==> src/rtl/afdt_pkg.sv <==
// Shared types and constants for the ADC frame to decimal text formatter.
// Used by afdt_front, afdt_queue, afdt_back and the top level.
`timescale 1ns / 1ps
`default_nettype none

package afdt_pkg;

  localparam int NUM_CH = 8;
  localparam int CH_W   = 3;

  typedef logic [15:0] sample_t;
  typedef sample_t [NUM_CH-1:0] frame_t;

  typedef struct packed {
    logic [6:0] thou;
    logic [3:0] hund;
    logic [3:0] tens;
    logic [3:0] units;
  } chan_t;

  typedef chan_t [NUM_CH-1:0] line_t;

  localparam logic [12:0] SCALE_MUL  = 13'd5560;
  localparam logic [15:0] SCALE_DIV  = 16'd32767;
  localparam logic [15:0] OFFSET     = 16'd3276;
  localparam logic [14:0] RECIP_1000 = 15'd16777;
  localparam logic [9:0]  K_1000     = 10'd1000;
  localparam logic [5:0]  RECIP_100  = 6'd41;
  localparam logic [6:0]  K_100      = 7'd100;
  localparam logic [7:0]  RECIP_10   = 8'd205;
  localparam logic [3:0]  K_10       = 4'd10;

  localparam logic [7:0] ASCII_ZERO  = 8'h30;
  localparam logic [7:0] ASCII_SPACE = 8'h20;
  localparam logic [7:0] ASCII_CR    = 8'h0d;
  localparam logic [7:0] ASCII_LF    = 8'h0a;

  localparam logic [CH_W-1:0] LAST_CH = 3'd7;

  localparam logic [2:0] SUB_THOU  = 3'd0;
  localparam logic [2:0] SUB_HUND  = 3'd1;
  localparam logic [2:0] SUB_TENS  = 3'd2;
  localparam logic [2:0] SUB_UNITS = 3'd3;
  localparam logic [2:0] SUB_SEP   = 3'd4;
  localparam logic [2:0] SUB_LF    = 3'd5;

endpackage

`default_nettype wire

==> src/rtl/afdt_front.sv <==
// Front part: accepts a frame and converts its eight samples to decimal digits.
// One channel enters the scale and digit pipeline per cycle. Uses afdt_pkg.
`timescale 1ns / 1ps
`default_nettype none

module afdt_front import afdt_pkg::*; (
  input  wire logic   clk,
  input  wire logic   rst,
  input  wire logic   in_valid,
  output logic        in_ready,
  input  wire frame_t frame_in,
  output logic        push_valid,
  input  wire logic   push_ready,
  output line_t       push_data
);

  logic            busy;
  logic            issuing;
  logic [CH_W-1:0] issue_idx;
  frame_t          frame;
  line_t           entry;
  logic            entry_valid;

  logic            s1_valid, s2_valid, s3_valid, s4_valid;
  logic            s5_valid, s6_valid, s7_valid;
  logic [CH_W-1:0] s1_ch, s2_ch, s3_ch, s4_ch, s5_ch, s6_ch, s7_ch;

  logic        s1_neg;
  logic [27:0] s1_prod;
  logic [15:0] s2_v;
  logic [15:0] s3_v;
  logic [6:0]  s3_q0;
  logic [6:0]  s4_thou, s5_thou, s6_thou, s7_thou;
  logic [9:0]  s4_rem, s5_rem;
  logic [3:0]  s5_hund, s6_hund, s7_hund;
  logic [6:0]  s6_r2, s7_r2;
  logic [3:0]  s7_tens;

  sample_t     smp;
  logic [15:0] mag;
  logic [28:0] prod_full;
  logic [12:0] quo_a;
  logic [15:0] quo_r;
  logic [12:0] quo;
  logic [30:0] recip_prod;
  logic [16:0] m1000;
  logic [16:0] r_diff;
  logic [10:0] r_thou;
  logic [15:0] hp;
  logic [10:0] m100;
  logic [10:0] r2_diff;
  logic [14:0] tp;
  logic [7:0]  m10;
  logic [3:0]  units;

  assign in_ready   = !busy;
  assign push_valid = entry_valid;
  assign push_data  = entry;

  always_comb begin
    smp       = frame[issue_idx];
    mag       = smp[15] ? (~smp + 16'd1) : smp;
    prod_full = {13'd0, mag} * {16'd0, SCALE_MUL};
    quo_a     = s1_prod[27:15];
    quo_r     = {1'b0, s1_prod[14:0]} + {3'd0, quo_a};
    quo       = quo_a + {12'd0, (quo_r >= SCALE_DIV)};
    recip_prod = {15'd0, s2_v} * {16'd0, RECIP_1000};
    m1000     = {10'd0, s3_q0} * {7'd0, K_1000};
    r_diff    = {1'b0, s3_v} - m1000;
    r_thou    = r_diff[10:0];
    hp        = {6'd0, s4_rem} * {10'd0, RECIP_100};
    m100      = {7'd0, s5_hund} * {4'd0, K_100};
    r2_diff   = {1'b0, s5_rem} - m100;
    tp        = {8'd0, s6_r2} * {7'd0, RECIP_10};
    m10       = {4'd0, s7_tens} * {4'd0, K_10};
    units     = s7_r2[3:0] - m10[3:0];
  end

  always_ff @(posedge clk) begin
    if (rst) begin
      busy        <= 1'b0;
      issuing     <= 1'b0;
      issue_idx   <= '0;
      entry_valid <= 1'b0;
      s1_valid    <= 1'b0;
      s2_valid    <= 1'b0;
      s3_valid    <= 1'b0;
      s4_valid    <= 1'b0;
      s5_valid    <= 1'b0;
      s6_valid    <= 1'b0;
      s7_valid    <= 1'b0;
    end else begin
      if (in_valid && in_ready) begin
        busy      <= 1'b1;
        issuing   <= 1'b1;
        issue_idx <= '0;
      end else if (issuing) begin
        if (issue_idx == LAST_CH) begin
          issuing <= 1'b0;
        end
        issue_idx <= issue_idx + 1'b1;
      end
      s1_valid <= issuing;
      s2_valid <= s1_valid;
      s3_valid <= s2_valid;
      s4_valid <= s3_valid;
      s5_valid <= s4_valid;
      s6_valid <= s5_valid;
      s7_valid <= s6_valid;
      if (s7_valid && s7_ch == LAST_CH) begin
        entry_valid <= 1'b1;
      end else if (entry_valid && push_ready) begin
        entry_valid <= 1'b0;
        busy        <= 1'b0;
      end
    end
  end

  always_ff @(posedge clk) begin
    if (in_valid && in_ready) begin
      frame <= frame_in;
    end
    s1_ch   <= issue_idx;
    s1_neg  <= smp[15];
    s1_prod <= prod_full[27:0];

    s2_ch <= s1_ch;
    s2_v  <= s1_neg ? (OFFSET - {3'd0, quo}) : (OFFSET + {3'd0, quo});

    s3_ch <= s2_ch;
    s3_v  <= s2_v;
    s3_q0 <= recip_prod[30:24];

    s4_ch <= s3_ch;
    if (r_thou >= {1'b0, K_1000}) begin
      s4_thou <= s3_q0 + 7'd1;
      s4_rem  <= 10'(r_thou - {1'b0, K_1000});
    end else begin
      s4_thou <= s3_q0;
      s4_rem  <= r_thou[9:0];
    end

    s5_ch   <= s4_ch;
    s5_thou <= s4_thou;
    s5_rem  <= s4_rem;
    s5_hund <= hp[15:12];

    s6_ch   <= s5_ch;
    s6_thou <= s5_thou;
    s6_hund <= s5_hund;
    s6_r2   <= r2_diff[6:0];

    s7_ch   <= s6_ch;
    s7_thou <= s6_thou;
    s7_hund <= s6_hund;
    s7_r2   <= s6_r2;
    s7_tens <= tp[14:11];

    if (s7_valid) begin
      entry[s7_ch].thou  <= s7_thou;
      entry[s7_ch].hund  <= s7_hund;
      entry[s7_ch].tens  <= s7_tens;
      entry[s7_ch].units <= units;
    end
  end

endmodule

`default_nettype wire

==> src/rtl/afdt_queue.sv <==
// Two-entry queue of converted lines between the front and back parts.
// Uses afdt_pkg for the line type.
`timescale 1ns / 1ps
`default_nettype none

module afdt_queue import afdt_pkg::*; (
  input  wire logic  clk,
  input  wire logic  rst,
  input  wire logic  push_valid,
  output logic       push_ready,
  input  wire line_t push_data,
  output logic       pop_valid,
  input  wire logic  pop_ready,
  output line_t      pop_data
);

  line_t       slots [2];
  logic        wr_ptr;
  logic        rd_ptr;
  logic [1:0]  count;
  logic        do_push;
  logic        do_pop;

  assign push_ready = (count != 2'd2);
  assign pop_valid  = (count != 2'd0);
  assign pop_data   = slots[rd_ptr];
  assign do_push    = push_valid && push_ready;
  assign do_pop     = pop_valid && pop_ready;

  always_ff @(posedge clk) begin
    if (rst) begin
      wr_ptr <= 1'b0;
      rd_ptr <= 1'b0;
      count  <= 2'd0;
    end else begin
      if (do_push) begin
        wr_ptr <= !wr_ptr;
      end
      if (do_pop) begin
        rd_ptr <= !rd_ptr;
      end
      if (do_push && !do_pop) begin
        count <= count + 2'd1;
      end else if (do_pop && !do_push) begin
        count <= count - 2'd1;
      end
    end
  end

  always_ff @(posedge clk) begin
    if (do_push) begin
      slots[wr_ptr] <= push_data;
    end
  end

endmodule

`default_nettype wire

==> src/rtl/afdt_back.sv <==
// Back part: walks the queued line and sends it out one ASCII byte per cycle
// while out_ready allows. Holds the byte in an output register. Uses afdt_pkg.
`timescale 1ns / 1ps
`default_nettype none

module afdt_back import afdt_pkg::*; (
  input  wire logic  clk,
  input  wire logic  rst,
  input  wire logic  pop_valid,
  output logic       pop_ready,
  input  wire line_t pop_data,
  output logic       out_valid,
  input  wire logic  out_ready,
  output logic [7:0] text_byte,
  output logic       line_end
);

  logic [CH_W-1:0] ch_idx;
  logic [2:0]      sub;
  logic            load;
  logic            last;
  chan_t           cur;
  logic [7:0]      byte_next;

  assign load      = pop_valid && (!out_valid || out_ready);
  assign last      = (sub == SUB_LF);
  assign pop_ready = load && last;
  assign cur       = pop_data[ch_idx];

  always_comb begin
    case (sub)
      SUB_THOU:  byte_next = ASCII_ZERO + {1'b0, cur.thou};
      SUB_HUND:  byte_next = ASCII_ZERO + {4'd0, cur.hund};
      SUB_TENS:  byte_next = ASCII_ZERO + {4'd0, cur.tens};
      SUB_UNITS: byte_next = ASCII_ZERO + {4'd0, cur.units};
      SUB_SEP:   byte_next = (ch_idx == LAST_CH) ? ASCII_CR : ASCII_SPACE;
      default:   byte_next = ASCII_LF;
    endcase
  end

  always_ff @(posedge clk) begin
    if (rst) begin
      out_valid <= 1'b0;
      ch_idx    <= '0;
      sub       <= SUB_THOU;
    end else begin
      if (load) begin
        out_valid <= 1'b1;
        if (last) begin
          ch_idx <= '0;
          sub    <= SUB_THOU;
        end else if (sub == SUB_SEP && ch_idx != LAST_CH) begin
          ch_idx <= ch_idx + 1'b1;
          sub    <= SUB_THOU;
        end else begin
          sub <= sub + 3'd1;
        end
      end else if (out_ready) begin
        out_valid <= 1'b0;
      end
    end
  end

  always_ff @(posedge clk) begin
    if (load) begin
      text_byte <= byte_next;
      line_end  <= last;
    end
  end

endmodule

`default_nettype wire

==> src/rtl/adc_frame_to_decimal_text_unit.sv <==
// Top level of the ADC frame to decimal text formatter.
// Instantiates afdt_front, afdt_queue and afdt_back; uses afdt_pkg.
//
// Each accepted frame of eight signed samples becomes one 41-byte text line:
// per channel four decimal bytes of (sample*5560/32767 + 3276) mod 65536, the
// first being '0' plus the thousands count (above '9' for values of 10000 and
// up), channels split by spaces, ending in CR LF with line_end set on the LF.
// The output runs at one byte per cycle while out_ready is high, and the byte
// serializer sets the rate at which frames stream back to back. The front
// converts a frame and a two-line queue lets it run ahead of the serializer.
`timescale 1ns / 1ps
`default_nettype none

module adc_frame_to_decimal_text_unit import afdt_pkg::*; (
  input  wire logic        clk,
  input  wire logic        rst,
  input  wire logic        in_valid,
  output logic             in_ready,
  input  wire logic signed [15:0] sample_0,
  input  wire logic signed [15:0] sample_1,
  input  wire logic signed [15:0] sample_2,
  input  wire logic signed [15:0] sample_3,
  input  wire logic signed [15:0] sample_4,
  input  wire logic signed [15:0] sample_5,
  input  wire logic signed [15:0] sample_6,
  input  wire logic signed [15:0] sample_7,
  output logic             out_valid,
  input  wire logic        out_ready,
  output logic [7:0]       text_byte,
  output logic             line_end
);

  frame_t frame_in;
  logic   push_valid;
  logic   push_ready;
  line_t  push_data;
  logic   pop_valid;
  logic   pop_ready;
  line_t  pop_data;

  assign frame_in[0] = sample_0;
  assign frame_in[1] = sample_1;
  assign frame_in[2] = sample_2;
  assign frame_in[3] = sample_3;
  assign frame_in[4] = sample_4;
  assign frame_in[5] = sample_5;
  assign frame_in[6] = sample_6;
  assign frame_in[7] = sample_7;

  afdt_front u_front (
    .clk        (clk),
    .rst        (rst),
    .in_valid   (in_valid),
    .in_ready   (in_ready),
    .frame_in   (frame_in),
    .push_valid (push_valid),
    .push_ready (push_ready),
    .push_data  (push_data)
  );

  afdt_queue u_queue (
    .clk        (clk),
    .rst        (rst),
    .push_valid (push_valid),
    .push_ready (push_ready),
    .push_data  (push_data),
    .pop_valid  (pop_valid),
    .pop_ready  (pop_ready),
    .pop_data   (pop_data)
  );

  afdt_back u_back (
    .clk       (clk),
    .rst       (rst),
    .pop_valid (pop_valid),
    .pop_ready (pop_ready),
    .pop_data  (pop_data),
    .out_valid (out_valid),
    .out_ready (out_ready),
    .text_byte (text_byte),
    .line_end  (line_end)
  );

endmodule

`default_nettype wire
==> config.mk <==
export PLATFORM = sky130hd
export DESIGN_NAME = adc_frame_to_decimal_text_unit
export DESIGN_NICKNAME = d
export VERILOG_FILES = /design/src/rtl/afdt_pkg.sv /design/src/rtl/afdt_front.sv /design/src/rtl/afdt_queue.sv /design/src/rtl/afdt_back.sv /design/src/rtl/adc_frame_to_decimal_text_unit.sv
export SDC_FILE = /design/constraint.sdc
export NUM_CORES = 1
export LEC_CHECK = 0
export BUFFER_PORTS_ARGS = -buffer_cell sky130_fd_sc_hd__buf_2
export CAP_MARGIN = 20
export CORE_AREA = 10 10 267 269
export DETAILED_ROUTE_END_ITERATION = 6
export DIE_AREA = 0 0 277 279
export PLACE_DENSITY = 0.73
export SLEW_MARGIN = 20
export SYNTH_ARGS = -nofsm -noshare
export SYNTH_HDL_FRONTEND = slang
export SYNTH_SLANG_ARGS = --single-unit
==> constraint.sdc <==
create_clock -name clk -period 11.35 [get_ports clk]
set_input_delay 1.7025 -clock clk [delete_from_list [all_inputs] [get_ports clk]]
set_output_delay 1.7025 -clock clk [all_outputs]
set_load 0.005 [all_outputs]
# After elaboration in Yosys (flattened, before gate mapping)
# Memory sizes are Yosys's and may differ from the RTL's. A register that Yosys moved wholly into a read port is not among the register bits.
# Index checks and enable logic that the tools add are counted.
[op_classes] n_addsub=19 n_mul=7 magnitude_cmp=6 eq_ne=10 n_mux=42 bitwise=1 n_reduce_logical=25
[op_table] cell="bitwise mux 152 bit" n=4
[op_table] cell="demux 19 bit (select 3 bit)" n=4
[op_table] cell="binary-select mux 19 bit (select 3 bit)" n=1
[op_table] cell="binary-select mux 16 bit (select 3 bit)" n=1
[op_table] cell="2-to-1 mux 16 bit" n=3
[op_table] cell="one-hot mux 8 bit (5 select lines)" n=1
[op_table] cell="2-to-1 mux 19 bit" n=2
[op_table] cell="multiplier 16 x 15 -> 31 bit (second input constant)" n=1
[op_table] cell="multiplier 16 x 10 -> 25 bit (second input constant)" n=1
[op_table] cell="adder 6 x 4 -> 7 bit (first input constant)" n=3
[op_table] cell="adder 15 x 13 -> 16 bit" n=1
[op_table] cell="adder 16 x 1 -> 16 bit (second input constant)" n=1
[op_table] cell="greater-or-equal comparator 16 x 15 -> 1 bit (second input constant)" n=1
[op_table] cell="multiplier 10 x 6 -> 16 bit (second input constant)" n=1
[op_table] cell="inverter 16 bit" n=1
[op_table] cell="equality test 3 bit (second input constant)" n=5
[op_table] cell="multiplier 7 x 8 -> 15 bit (second input constant)" n=1
[op_table] cell="adder 12 x 13 -> 14 bit (first input constant)" n=1
[op_table] cell="2-to-1 mux 1 bit" n=14
[op_table] cell="subtractor 12 x 13 -> 14 bit (first input constant)" n=1
[op_table] cell="adder 13 x 1 -> 13 bit" n=1
[op_table] cell="< comparator 3 x 4 -> 1 bit (second input constant)" n=3
[op_table] cell="2-to-1 mux 12 bit" n=1
[op_table] cell="2-to-1 mux 3 bit" n=4
[op_table] cell="31 further kinds" n=53
[totals] register_bits=466 mem_bits_rw=304 input_bits=132 output_inout_bits=11 elab_cells=194 memories=1
[mem_list] memory="u_queue.slots" depth=2 width=152 rd=1 rd_ports_with_merged_regs=1 write_ports=1 line="afdt_queue.sv:17" rtl="line_t slots [2];"

# Longest topological paths before layout
[depth] word_depth=8 mapped_depth=28 depth_no_buf=26

# Hierarchy
# A second synthesis with hierarchy kept.
[hier_totals] cells_unflattened=2515 hier_area_um2=37465.9
[modules_own_cells] module="afdt_front" n_inst=1 cells_each=1839 area_per_inst_um2=23864.1 seq_area_each_um2=11711.2
[modules_own_cells] module="afdt_queue" n_inst=1 cells_each=497 area_per_inst_um2=11511.0 seq_area_each_um2=9228.9
[modules_own_cells] module="afdt_back" n_inst=1 cells_each=179 area_per_inst_um2=2090.8 seq_area_each_um2=410.4

# Worst setup path before layout
# OpenSTA, ideal clock, no wires.
[synth_path] path_type="reg-to-reg" startpoint="register u_queue.count[0]" endpoint="memory u_queue.slots[0][0] (netlist bit) (enable)" setup_ps=684 arrival_ps=7430 required_ps=10666 slack_ps=3236 stages_incl_launch_ff=4 path_buffers=0 synth_period_minus_slack_ps=8114 cell_sequence="dfxtp_1 -> nand2b_1 -> and2_0 -> nor2b_1"
[synth_between] elab_chain_cells=4
[synth_lines] element="start, declared" line="afdt_queue.sv:20" rtl="logic [1:0] count;"
[synth_lines] element="start signal, assigned" line="afdt_queue.sv:43" rtl="count <= count + 2'd1;"
[synth_lines] element="start signal, assigned" line="afdt_queue.sv:45" rtl="count <= count - 2'd1;"
[synth_lines] element="inequality test 2 bit" line="afdt_queue.sv:24" rtl="assign push_ready = (count != 2'd2);"
[synth_lines] element="logical AND 1 bit" line="afdt_queue.sv:27" rtl="assign do_push = push_valid && push_ready;"
[synth_lines] element="via u_queue.do_push" line="afdt_queue.sv:21" rtl="logic do_push;"
[synth_lines] element="2-to-1 mux 1 bit" line="afdt_queue.sv:51" rtl="if (do_push) begin"
[synth_lines] element="2-to-1 mux 1 bit (not written as such)" line="afdt_queue.sv:52" rtl="slots[wr_ptr] <= push_data;"
[synth_lines] element="end, declared" line="afdt_queue.sv:17"
# The timed path passes the listed nets, and every way through them passes these cells.

# Worst setup path after layout
[layout_path] startpoint="register u_front.issue_idx[0]" endpoint="register u_front.s1_prod[24]"
[layout_between] elab_chain_cells=6
[layout_lines] element="start, declared" line="afdt_front.sv:19" rtl="logic [CH_W-1:0] issue_idx;"
[layout_lines] element="start signal, assigned" line="afdt_front.sv:101" rtl="issue_idx <= issue_idx + 1'b1;"
[layout_lines] element="binary-select mux 16 bit (select 3 bit) *" line="afdt_front.sv:61" rtl="smp = frame[issue_idx];"
[layout_lines] element="2-to-1 mux 16 bit (not written as such) *" line="afdt_front.sv:61"
[layout_lines] element="inverter 16 bit" line="afdt_front.sv:62" rtl="mag = smp[15] ? (~smp + 16'd1) : smp;"
[layout_lines] element="adder 16 x 1 -> 16 bit" line="afdt_front.sv:62"
[layout_lines] element="2-to-1 mux 16 bit *" line="afdt_front.sv:62"
[layout_lines] element="multiplier 16 x 10 -> 25 bit *" line="afdt_front.sv:63" rtl="prod_full = {13'd0, mag} * {16'd0, SCALE_MUL};"
[layout_lines] element="via u_front.prod_full[24]" line="afdt_front.sv:41" rtl="logic [28:0] prod_full;"
[layout_lines] element="end signal, assigned" line="afdt_front.sv:125" rtl="s1_prod <= prod_full[27:0];"
[layout_lines] element="end, declared" line="afdt_front.sv:29" rtl="logic [27:0] s1_prod;"
# Mark *: on every way through the listed nets, which the timed path passes. The rest lies on a longest branch. The select of a mux whose other input is x is not followed.
# A chain may end at the register's enable or synchronous reset.

==> flow_summary.json <==
{
  "antenna_found_initial": 0,
  "run_status": "completed",
  "netlist_area_sq_um": 35800,
  "critical_path_class": "reg -> reg",
  "r2r_slack_ns": 3.80,
  "vias": 18600,
  "drt_wl_total_microns": 65700,
  "gp_congestion": 0.889,
  "hold_class": "reg -> reg",
  "relSlewSlack": 0.283,
  "clkSinkCount": 770,
  "dpl_worst_slack_ns": 3.81,
  "io_buffers": 142,
  "ant_nets": 0,
  "tritoncts": "built",
  "end_kind": "flip-flop",
  "rsz0062_at_grt": "no",
  "layout-drive-gt1-share": 0.160,
  "fin_skew_ns": 0.0331,
  "tightest_slew_ns": 1.08,
  "rows": 94,
  "grt_pass1_wl_microns": 108000,
  "final.fill_count": 4792,
  "overflow": 0,
  "cts-root-buf": "clkbuf_16",
  "synth_edf_count": 593,
  "worstPathRequired_ns": 11.90,
  "num_io_pins": 143,
  "setup_slack_ns": 3.80,
  "die-area_sq_um": 77300,
  "synth.area.top_cells": "edfxtp_1 (50%), ha_1 (11%), dfxtp_1 (9.9%)",
  "yosysTopAreaCellShare": 0.497,
  "die_h_microns": 279,
  "diodes": 0,
  "grt_max_degree": 95,
  "timing.rr.end": "u_front.s1_prod[24]",
  "post-route-period-util": 0.665,
  "nets": 3051,
  "ys_ff_latch": 770,
  "yosysTopAreaCell": "edfxtp_1",
  "synthDistinctLibCells": 69,
  "syn_inst": 2294,
  "layout.cells.most_common": "edfxtp_1",
  "ys_warn_count": 0,
  "wire_per_inst_microns": 19.3,
  "final_cell_mix": "edfxtp_1 (593), ha_1 (322), inv_1 (311), dfxtp_1 (173), buf_2 (142)",
  "min_to": "u_front.s6_thou[1]",
  "cts_max_level": 3,
  "post_cts_buffers": 0,
  "hold_depth": 0,
  "placed_cell_area_sq_um": 37600,
  "async_reset_ff_frac": 0,
  "cp_max_fo": 20,
  "synth_seq_area_share": 0.596,
  "maxCapViolations": 0,
  "grt_util_all_layers": 0.172,
  "area_growth_pct": 12.0,
  "maxSlewViolCount": 0,
  "design_area_sq_um": 40100,
  "coreArea_sq_um": 65600,
  "fin_crit_ns": 7.55,
  "fin_tns_setup_ns": 0,
  "clk_pin_slew_ns": 0.06,
  "drt_iter0_markers": 969,
  "fmax_mhz": 132,
  "drc": 0,
  "cts_buffers": 77,
  "setup_viol_count_final": 0,
  "hp-start": "u_front.s5_thou[1]",
  "worstSkewPairLatency_ns": 0.63,
  "worstReg2RegStart": "u_front.issue_idx[0]",
  "avgSynthCellArea_sq_um": 15.6,
  "dr.pass1.iters": 5,
  "start_kind": "flip-flop",
  "synth_top_flop_cell": "edfxtp_1",
  "cts_buffer_depth": 3,
  "grt_pass1_vias": 20323,
  "viasPerCell": 5.45,
  "finalHoldViolations": 0,
  "ctsHoldBuffers": 0,
  "initial_core_util": 0.546,
  "cp.arrival_ns": 8.10,
  "worstRegToRegCells": 25,
  "cts_resized": 0,
  "dp_hpwl_microns": 44300,
  "die_w_microns": 277,
  "synth_fp_nets": 2858
}
synthesized netlist by cell type, types with 3 or more instances:
library cell and n:
edfxtp_1 593, ha_1 322, inv_1 312, dfxtp_1 177, fa_1 110, mux4_2 110, xnor2_1 72, nor2_1 67
a21oi_1 55, nand2_1 52, xor2_1 49, o21ai_0 42, nand3_1 33, and2_1 31, a21o_1 27, clkbuf_1 24
mux4_1 17, nor2b_1 16, mux2i_1 15, nor3_1 13, and3_1 10, buf_1 10, nand2b_1 9, nand4_1 9
o21a_1 9, o21bai_1 9, a211oi_1 7, buf_2 6, nor4_1 6, a21boi_0 5, a2111oi_0 4, a22oi_1 4
a31o_2 4, a31oi_1 4, nor3b_1 4, o211ai_1 4, or2_2 4, or3_1 4, and3b_1 3, nand3b_1 3
o2111ai_1 3
final cells by class:
class	count	area, sq um	area share
timing repair buffer	158	878	0.0219
clock inverter	39	479	0.0119
sequential	770	21400	0.532
tap	864	1080	0.0269
inverter	312	1170	0.0292
multi-input combinational	1168	13100	0.327
clock buffer	103	2040	0.0509
critical path: stages (launching register included):
cell	delay, ns
dfxtp_2	0.61
buf_4	0.42
mux4_1	0.67
mux2i_4	0.22
ha_1	0.22
nand2_1	0.10
o21ai_0	0.24
xor2_1	0.40
ha_1	0.36
fa_1	0.55
inv_1	0.05
fa_1	0.47
inv_1	0.05
fa_1	0.52
inv_1	0.05
fa_1	0.49
inv_1	0.04
ha_1	0.34
a21oi_1	0.20
nand2_1	0.12
o31a_1	0.31
o311a_1	0.17
a41oi_1	0.32
o211ai_1	0.19
a31oi_1	0.22
xnor2_1	0.13
layer usage:
metal | global-route usage | vias to the layer above | part of all wire
met3 | 0.0277 | 90 | 0.039
met2 | 0.317 | 373 | 0.53
met4 | 0.0467 | 0 | 0.019
met1 | 0.207 | 9388 | 0.41
met5 | 0 | - | 0
li1 | - | 8749 | -
registers in the layout, indices dropped and copies added (netlist names), 8 cells and up, named ones only:
register and cells:
u_queue.slots 304, u_front.push_data 152, u_front.frame 128, u_front.s1_prod 25
u_front.s2_v 15, u_front.s3_v 11, u_front.s4_rem 10, u_back.text_byte 8
worst max-delay path by stage:
| stage | start | slack (ns) | depth (start not counted) | end |
|---|---|---|---|---|
| final | u_front.issue_idx[0] | 3.80 | 25 | u_front.s1_prod[24] |
| after global routing | u_front.issue_idx[0] | 3.33 | 25 | u_front.s1_prod[26] |
| after CTS | u_front.issue_idx[0] | 3.81 | 25 | u_front.s1_prod[26] |
| after detailed placement | u_front.issue_idx[0] | 3.81 | 25 | u_front.s1_prod[24] |
| after global placement | u_front.issue_idx[0] | 4.03 | 25 | u_front.s1_prod[24] |
| after floorplan | u_queue.count[0] | 3.24 | 3 | u_queue.slots[0][0] |
stage by stage:
stage	instances	hold WS [ns]	utilization
after global placement	3270	0.310	0.572
after CTS	3412	0.302	0.611
after floorplan	2294	0.310	-
after detailed placement	3270	0.312	0.572
final	3414	0.304	0.612
after global routing	3414	0.305	0.612
cells by family after synthesis:
kind of cell | after synthesis | share of synthesized area
multiplexers | 145 | 0.0871
XOR/XNOR | 123 | 0.0306
flip-flops | 770 | 0.596
buffers and inverters | 356 | 0.0388
AO/OA/AOI/OAI | 193 | 0.0347
adder cells (fa/ha/maj) | 432 | 0.174
AND/OR/NAND/NOR | 275 | 0.0394
Power is not shown: default switching activity piles up to over one toggle a cycle in this logic, so the estimate is an artifact.
